[src/hw/rtl/assert_macros.svh]
// assertion macros shared by the rtl files
`ifndef ASSERT_MACROS_SVH
`define ASSERT_MACROS_SVH
`ifndef NO_ASSERTIONS
// property must hold at every clock edge out of reset
`define ASSERT_AT(lbl, clk, rst_n, prop) \
    lbl: assert property (@(posedge clk) disable iff (!rst_n) (prop)) \
        else $error("assertion failed");
// condition must never be seen out of reset
`define ASSERT_NEVER(lbl, clk, rst_n, cond) \
    lbl: assert property (@(posedge clk) disable iff (!rst_n) !(cond)) \
        else $error("forbidden condition seen");
`else
`define ASSERT_AT(lbl, clk, rst_n, prop)
`define ASSERT_NEVER(lbl, clk, rst_n, cond)
`endif
`endif

[src/hw/rtl/scc_pkg.sv]
// shared constants, command and status types for the component search
package scc_pkg;
    localparam int MAX_V    = 64;
    localparam int MAX_E    = 256;
    localparam int VW       = $clog2(MAX_V);
    localparam int CNT_W    = VW + 1;
    localparam int EAW      = $clog2(MAX_E);
    localparam int ECW      = EAW + 1;
    localparam int EDGE_W   = 2 * VW;
    localparam int STK_W    = VW + ECW;
    localparam int FIELD_W  = 7;

    localparam logic [1:0] DIR_FWD = 2'd1;
    localparam logic [1:0] DIR_REV = 2'd2;

    typedef enum logic [4:0] {
        OP_NONE,
        OP_ADD_EDGE,
        OP_RUN_INIT,
        OP_FWD_START,
        OP_FWD_SKIP,
        OP_SCAN,
        OP_NEXT_EDGE,
        OP_PUSH,
        OP_COMP_RD,
        OP_LABEL_CHK,
        OP_POP,
        OP_RESTORE,
        OP_TR_INIT,
        OP_TR_RD,
        OP_TR_START,
        OP_ANS,
        OP_OUT_RD,
        OP_OUT_LD,
        OP_OUT_NEXT,
        OP_CLEAR
    } dp_op_t;

    typedef struct packed {
        dp_op_t op;
    } dp_cmd_t;

    typedef struct packed {
        logic edge_end;
        logic match;
        logic w_marked;
        logic pass_fwd;
        logic sp_one;
        logic iv_done;
        logic start_free;
        logic i_zero;
        logic u_has;
        logic out_taken;
        logic out_final;
    } dp_stat_t;
endpackage

[src/hw/rtl/scc_ctrl.sv]
// controller state machine sequencing loads, both walks and the result dump
module scc_ctrl (
    input  logic               clk,
    input  logic               rst_n,
    input  logic               in_valid,
    output logic               in_ready,
    input  logic               mode,
    input  scc_pkg::dp_stat_t  stat,
    output scc_pkg::dp_cmd_t   cmd
);
    import scc_pkg::*;

    typedef enum logic [3:0] {
        S_IDLE,
        S_FWD_OUTER,
        S_SCAN,
        S_CHECK,
        S_LABEL,
        S_RESTORE,
        S_TR_OUTER,
        S_TR_WAIT,
        S_OUT_RD,
        S_OUT_LD,
        S_OUT_WAIT
    } state_t;

    state_t state_reg;
    state_t state_next;

    assign in_ready = (state_reg == S_IDLE);

    always_comb
    begin
        state_next = state_reg;
        cmd.op     = OP_NONE;
        case (state_reg)
            S_IDLE:
            begin
                if (in_valid)
                begin
                    if (mode)
                    begin
                        cmd.op     = OP_RUN_INIT;
                        state_next = S_FWD_OUTER;
                    end
                    else
                        cmd.op = OP_ADD_EDGE;
                end
            end
            S_FWD_OUTER:
            begin
                if (stat.iv_done)
                begin
                    cmd.op     = OP_TR_INIT;
                    state_next = S_TR_OUTER;
                end
                else if (stat.start_free)
                begin
                    cmd.op     = OP_FWD_START;
                    state_next = S_SCAN;
                end
                else
                    cmd.op = OP_FWD_SKIP;
            end
            S_SCAN:
            begin
                if (stat.edge_end)
                begin
                    cmd.op = OP_POP;
                    if (!stat.sp_one)
                        state_next = S_RESTORE;
                    else if (stat.pass_fwd)
                        state_next = S_FWD_OUTER;
                    else
                        state_next = S_TR_OUTER;
                end
                else
                begin
                    cmd.op     = OP_SCAN;
                    state_next = S_CHECK;
                end
            end
            S_CHECK:
            begin
                state_next = S_SCAN;
                if (!stat.match)
                    cmd.op = OP_NEXT_EDGE;
                else if (!stat.w_marked)
                    cmd.op = OP_PUSH;
                else if (stat.pass_fwd)
                    cmd.op = OP_NEXT_EDGE;
                else
                begin
                    cmd.op     = OP_COMP_RD;
                    state_next = S_LABEL;
                end
            end
            S_LABEL:
            begin
                cmd.op     = OP_LABEL_CHK;
                state_next = S_SCAN;
            end
            S_RESTORE:
            begin
                cmd.op     = OP_RESTORE;
                state_next = S_SCAN;
            end
            S_TR_OUTER:
            begin
                if (stat.i_zero)
                begin
                    cmd.op     = OP_ANS;
                    state_next = S_OUT_RD;
                end
                else
                begin
                    cmd.op     = OP_TR_RD;
                    state_next = S_TR_WAIT;
                end
            end
            S_TR_WAIT:
            begin
                if (stat.u_has)
                    state_next = S_TR_OUTER;
                else
                begin
                    cmd.op     = OP_TR_START;
                    state_next = S_SCAN;
                end
            end
            S_OUT_RD:
            begin
                cmd.op     = OP_OUT_RD;
                state_next = S_OUT_LD;
            end
            S_OUT_LD:
            begin
                cmd.op     = OP_OUT_LD;
                state_next = S_OUT_WAIT;
            end
            S_OUT_WAIT:
            begin
                if (stat.out_taken)
                begin
                    if (stat.out_final)
                    begin
                        cmd.op     = OP_CLEAR;
                        state_next = S_IDLE;
                    end
                    else
                    begin
                        cmd.op     = OP_OUT_NEXT;
                        state_next = S_OUT_RD;
                    end
                end
            end
            default: state_next = S_IDLE;
        endcase
    end

    always_ff @(posedge clk or negedge rst_n)
    begin
        if (!rst_n)
            state_reg <= S_IDLE;
        else
            state_reg <= state_next;
    end

    `include "assert_macros.svh"
    `ASSERT_AT(a_label_after_check, clk, rst_n, (state_reg == S_LABEL) |-> ($past(state_reg) == S_CHECK))
    `ASSERT_NEVER(a_taken_outside_wait, clk, rst_n, stat.out_taken && (state_reg != S_OUT_WAIT))
endmodule
[config.mk]
export PLATFORM = sky130hd
export DESIGN_NAME = scc_ctrl
export DESIGN_NICKNAME = d
export VERILOG_FILES = /design/src/hw/rtl/scc_pkg.sv /design/src/hw/rtl/scc_ctrl.sv
export VERILOG_INCLUDE_DIRS = /design/src /design/src/hw/rtl
export SDC_FILE = /design/constraint.sdc
export NUM_CORES = 1
export LEC_CHECK = 0
export BUFFER_PORTS_ARGS = -buffer_cell sky130_fd_sc_hd__buf_2
export CAP_MARGIN = 20
export CORE_AREA = 5 5 64 55
export DETAILED_ROUTE_END_ITERATION = 10
export DIE_AREA = 0 0 69 60
export PLACE_DENSITY = 0.56
export SYNTH_ARGS = -nofsm -noshare
export SYNTH_HDL_FRONTEND = slang
export SYNTH_SLANG_ARGS = --single-unit
[constraint.sdc]
create_clock -name clk -period 1.3 [get_ports clk]
set_clock_uncertainty 0.2 [all_clocks]
set_input_delay 0.195 -clock clk [delete_from_list [all_inputs] [get_ports clk]]
set_output_delay 0.195 -clock clk [all_outputs]
set_load 0.005 [all_outputs]
[Yosys cells after proc, flatten, opt, wreduce, memory -nomap -nowiden]
Index checks and enable logic that the tools add are counted.
Cells by class
  equality and inequality tests: 14
  muxes and demuxes: 28
  reduce and logical (&&, ||, !) cells: 3
Operators by type and width (number)
  4-bit 2-to-1 mux: 14
  5-bit one-hot mux with 11 select lines: 1
  4-bit one-hot mux with 10 select lines: 1
  3-bit 2-to-1 mux: 7
  4-bit by 3-bit equality test with 1-bit output, second input constant: 4
  4-bit equality test, second input constant: 3
  4-bit by 2-bit equality test with 1-bit output, second input constant: 2
  2-bit 2-to-1 mux: 3
  5-bit 2-to-1 mux: 1
  4-bit by 1-bit equality test with 1-bit output, second input constant: 1
  4-bit zero test: 1
  2-bit inequality test, second input constant: 2
  4-bit AND reduction: 1
  3-bit inequality test, second input constant: 1
  2-bit by 1-bit inequality test with 1-bit output, second input constant: 1
  2-bit OR reduction: 1
  1-bit 2-to-1 mux: 1
Word-level totals
  flip-flop bits (word level): 4
  bits of input ports: 15
  output and inout port bits: 6
  logic and storage cells: 46

[Logic depth before layout (Yosys ltp)]
Gate-level depths: netlist (run 1).
  word-level depth: 4
  gate-level depth with buffers: 6
  mapped depth without buffers: 4

[Least setup slack after synthesis (run 1)]
Ideal clock, no wire load.
  path type: flip-flop to output port
  from: register state_reg[2]
  to: output port cmd[0] in the netlist's numbering
  data arrival time: 1.104 ns
  required time: 0.905 ns
  slack: -0.199 ns
  cell stages (with the launch flop): 4
  buffers on the path: 1
  cell sequence: dfrtp_1 -> buf_4 -> nor4_2 -> a311o_1
RTL lines
  from (decl): line scc_ctrl.sv:27  | state_t state_reg;
  from (signal assigned): line scc_ctrl.sv:166  | state_reg <= state_next;
  to (decl): line scc_ctrl.sv:9  | output scc_pkg::dp_cmd_t cmd

==> qor.yml, run 1 <==
critical_path:
  start_kind: "register"
  endpoint: "cmd[1]"
  r2r-start: "state_reg[0]"
  cp_data_arrival_time_ns: 1.61
  cp-end-kind: "primary output"
  cp_max_fo: 7
  crit_start: "state_reg[2]"
  worst-r2r-cell-count: 6
  cp.required_ns: 0.90
  crit_type: "register to primary output"
  ff2ff_setup_slack_ns: -0.33
  r2r-end: "state_reg[0]"
sta:
  final_max_slew_viol_count: 0
  setup_violations: 10
  fmax_mhz: 499.4
  worstMarginPinSlew_ns: 0.3059
  timing.final.crit_period_ns: 2.002
  period_share: 1.540
  totalNegativeSetupSlack_ns: -4.547
  hold_viol: 0
  layout_setup_ws_ns: -0.7024
  rsz0062_at_grt: "true"
  relSlewSlack: 0.7957
floorplanning:
  dieWidth_um: 69
  placementRows: 18
  io_pins: 21
  dieArea_um2: 4140
  core_um2: 2883
  die_h_um: 60
  start_util: 0.2322
global_routing:
  antenna_found_initial: 0
  groute.usage.overall: 0.1238
  grt_pass1_wl_mm: 4.057
  grt_max_degree: 13
  grt_pass1_vias: 906
  grt_overflow: 0
power_and_ir_drop:
  p_leak_nw: 0.5246
  power_mw: 2.597
  peakVddDrop_mv: 0.6486
  p_per_area_nw_per_um2: 2249
placement:
  globalplace.congestion: 0.8995
  dp_hpwl_mm: 1.909
  dpl_cell_area_um2: 983.4
  io_buffers: 20
logic_synthesis:
  synth_seq_cells: 4
  synth_top_area_cell: "dfrtp_1"
  synth_flop_cell: "dfrtp_1"
  synth_cells: 89
  synth_cell_types: 39
  async_reset_ff_frac: 1.000
  yosys_warnings: 0
  synth_area_um2: 669.4
  syn-num-nets: 104
  synth-edff-count: 0
  yosysSeqAreaShare: 0.1495
  syn_avg_cell_area_um2: 7.521
  synthTopCellsByArea: "dfrtp_1 15%, a21oi_1 6.7%, nor2b_1 4.7%"
  synth_top_area_share: 0.1495
final_layout:
  antenna_cells: 0
  fillCellCount: 323
  stdcell_area_um2: 1155
  largest_reg_flops: 4
  area_delta_synth_final_pct: 72.52
  drive_gt1_frac: 0.5725
  fin_nets: 154
clocking:
  cts_inserted_buffers: 3
  numClockSinks: 4
  ctsLongestPathBuffers: 2
  cts_root_buf: "clkbuf_4"
  cts_tree: "done"
  clkTransAtPathRegs_ns: 0.04
  cts_max_level: 1
  clock_latency_ns: 0.25
route:
  drt-initial-drc-count: 24
  viasPerCell: 4.854
  vias: 864
  postRouteAntennaNets: 0
  dr.pass1.iters: 4
  wl_mm: 2.509
  detail_route.wl_per_cell_um: 14.10
  drc: 0
run:
  drv_cap: 0
status:
  status: "finished, violations left"
  violations: "setup timing"
min_path:
  hold_class: "input port to asynchronous set/reset pin"
==> per-stage QoR <==
step / utilization / std cells / worst slack (ns) / hold slack [ns]
finish: 0.4006 / 178 / -0.7024 / 0.08421
global route: 0.4006 / 178 / -0.7212 / 0.1154
CTS: 0.3763 / 173 / -0.6887 / 0.07804
detailed placement: 0.3411 / 167 / -0.4580 / -0.1914
global placement: 0.3411 / 167 / -0.4047 / -0.1969
floorplan: - / 89 / -0.1838 / -0.3006
==> cells by family (layout without fill, tap and decap cells) <==
kind of cell | count (synthesis) | count (layout) | synth area share
multiplexers | 2 | 2 | 0.02991
AND/OR/NAND/NOR | 36 | 36 | 0.3589
AO/OA/AOI/OAI | 35 | 35 | 0.3477
flip-flops | 4 | 4 | 0.1495
buffers and inverters | 12 | 61 | 0.1140
==> worst max-delay path: stages, from the launching register on <==
cell and delay, ns:
dfrtp_2 0.47, buf_6 0.16, nor2b_1 0.14, a22oi_1 0.20, o22ai_1 0.11, a21o_1 0.16, buf_2 0.12
==> power breakdown <==
| group | internal, mW | switching [mW] | total (mW) |
|---|---|---|---|
| clock | 0.116 | 0.0645 | 0.181 |
| sequential | 0.192 | 0.134 | 0.326 |
| combinational | 1.15 | 0.937 | 2.09 |
| total | 1.46 | 1.14 | 2.60 |
==> worst min path at each step <==
stage                   end  slack [ns]
5_1_grt        state_reg[1]        0.12
3_3_place_gp   state_reg[1]       -0.20
3_5_place_dp   state_reg[0]       -0.19
4_1_cts        state_reg[1]        0.08
2_1_floorplan  state_reg[0]       -0.30
6_report       state_reg[1]        0.08
==> layout by cell type, fill, tap and decap left out, types with 3 or more instances in the layout <==
cell type,synthesis,routed
buf_4,4,23
buf_2,1,20
buf_6,2,7
a21oi_1,9,6
inv_1,5,5
nand2_1,6,5
nand3b_1,4,4
nor2b_1,5,4
o21ai_1,4,4
dfrtp_2,0,4
o21ai_2,2,3
a21oi_2,0,3
a31oi_1,3,3
o21ai_0,4,3
clkbuf_4,0,3
==> metal layers <==
metal / up-vias / share of wire / track usage
met5: - / 0 / 0
met2: 28 / 0.51 / 0.2133
li1: 432 / - / -
met3: 4 / 0.043 / 0.01345
met4: 0 / 0.019 / 0.08914
met1: 400 / 0.43 / 0.1461
==> timing repair <==
item | 4_1_cts | 5_1_grt
endpoints found under the setup margin | 10 | 10
pin swaps | 8 | 8
resized for setup | 14 | 13
cloned | 0 | 0
endpoints found under the hold margin | 4 | 0
setup buffers | 1 | 5
hold buffers | 1 | 0
==> synth_stat cells, types with 2 or more instances <==
library cell / n
nor2b_1: 5
dfrtp_1: 4
nand2b_1: 3
nor2_1: 2
o31ai_1: 2
buf_4: 4
and3b_1: 2
o21ai_2: 2
nand3b_1: 4
a32oi_1: 2
inv_1: 5
o22ai_1: 2
nand2_1: 6
a31oi_1: 3
buf_6: 2
mux2i_1: 2
a21oi_1: 9
nand4_1: 2
o21ai_1: 4
or2_1: 2
o21ai_0: 4
==> final cells by class <==
type | count | area (µm²) | area share
clock buffers | 4 | 26.28 | 0.02275
flip-flops and latches | 4 | 105.1 | 0.09101
multi-input cells | 73 | 573.1 | 0.4962
inverters | 5 | 18.77 | 0.01625
repair buffers | 52 | 381.6 | 0.3304
well taps | 40 | 50.05 | 0.04334
No activity file was read; power rests on OpenSTA's default activity.
==> run 2: changes to the inputs <==
Settings changed: SKIP_CTS_REPAIR_TIMING set to 1.
==> qor.yml, run 2 (same netlist as run 1, synthesis figures left out) <==
global_routing:
  grt_pass1_vias: 865
  busiest_layer: "met2"
  groute.usage.overall: 0.1195
  grt_pass1_wl_mm: 3.912
  use_met3: 0.01176
  grt_max_degree: 13
  grtUsageMet2: 0.2024
  grt_overflow: 0
  antenna_found_initial: 0
  gr-usage-met1: 0.1451
sta:
  rsz0062_at_grt: "true"
  final_max_slew_viol_count: 0
  period_share: 1.509
  layout_setup_ws_ns: -0.6621
  worstMarginPinSlew_ns: 0.4338
  fmax_mhz: 509.7
  setup_violations: 10
  hold_viol: 0
  timing.final.crit_period_ns: 1.962
  worst_hold_slack_ns: 0.08764
  totalNegativeSetupSlack_ns: -4.537
  relSlewSlack: 0.7102
route:
  wl_mm: 2.532
  viasPerCell: 4.877
  drc: 0
  vias: 873
  dr.pass1.iters: 4
  detail_route.wl_per_cell_um: 14.15
  postRouteAntennaNets: 0
  drt-initial-drc-count: 36
placement:
  io_buffers: 20
  post-place-cells: 167
  dp_hpwl_mm: 1.909
  pre_cts_ws_ns: -0.4580
  dpl_cell_area_um2: 983.4
  globalplace.congestion: 0.8995
critical_path:
  slowest_delay_ns: 0.45
  path_cells: "buf_6 -> and3b_1 -> a21oi_2 -> o31ai_2 -> a21o_1 -> buf_2"
  crit_type: "register to primary output"
  cp_num_buf_inv: 2
  critPathTopFamily: "flip-flops"
  cp.required_ns: 0.90
  slowest_stage: "dfrtp_2"
  cp_max_fo: 6
  start_kind: "register"
  cp-end-kind: "primary output"
  cp_data_arrival_time_ns: 1.57
floorplanning:
  placementRows: 18
  io_pins: 21
  dieArea_um2: 4140
  start_util: 0.2322
  dieWidth_um: 69
  die_h_um: 60
  core_um2: 2883
clocking:
  cts_root_buf: "clkbuf_4"
  cts_max_level: 1
  numClockSinks: 4
  clock_latency_ns: 0.24
  cts_inserted_buffers: 3
  clkTransAtPathRegs_ns: 0.04
  cts_tree: "done"
  ctsLongestPathBuffers: 2
run:
  drv_cap: 0
final_layout:
  stdcell_area_um2: 1204
  antenna_cells: 0
  fin_nets: 155
  final_common_cell: "buf_4"
  final_util: 0.4175
  instances_no_fill: 179
  drive_gt1_frac: 0.6187
  final_cell_mix: "22 x buf_4, 20 x buf_2, 9 x buf_6, 6 x a21oi_2"
  area_delta_synth_final_pct: 79.81
  largest_reg_flops: 4
min_path:
  hold_class: "input port to asynchronous set/reset pin"
status:
  violations: "setup timing"
  status: "finished, violations left"
power_and_ir_drop:
  p_per_area_nw_per_um2: 2238
  p_leak_nw: 0.5386
  power_mw: 2.694
  peakVddDrop_mv: 0.6259
==> run 2: changes by cell type in the layout (fill, tap and decap cells not counted), moves of 2 or more <==
| cell | change |
|---|---|
| a21oi_2 | +3 |
| a21oi_1 | -3 |
| nor2b_1 | -2 |
| nor2b_4 | +2 |
| buf_6 | +2 |
==> run 2: report_power, final <==
| group | total [mW] | switching [mW] | internal [mW] |
|---|---|---|---|
| sequential | 0.328 | 0.136 | 0.192 |
| combinational | 2.19 | 0.980 | 1.21 |
| clock | 0.176 | 0.0606 | 0.116 |
==> run 2: per-layer routing <==
layer | wire length, µm | up-vias
met5 | 0 | -
met2 | 1270 | 26
met3 | 106 | 6
met1 | 1090 | 403
li1 | - | 438
met4 | 65 | 0
==> run 2: final cells by class <==
class | count | area [µm²]
clock buffer | 4 | 26.28
fill | 314 | 1679
inverter | 5 | 18.77
multi-input combinational | 73 | 606.8
sequential | 4 | 105.1
tap | 40 | 50.05
timing repair buffer | 53 | 396.6
==> run 2: final timing paths <==
check                             start           end  slack, ns  depth (start not counted)
setup reg to reg           state_reg[0]  state_reg[0]      -0.34                          6
setup / recovery           state_reg[0]        cmd[1]      -0.66                          6
hold / removal                    rst_n  state_reg[1]       0.09                          2
min in group clk                stat[4]  state_reg[0]       0.09                          4
hold reg to reg            state_reg[3]  state_reg[1]       0.55                          4
max in group asynchronous         rst_n  state_reg[0]       0.68                          2
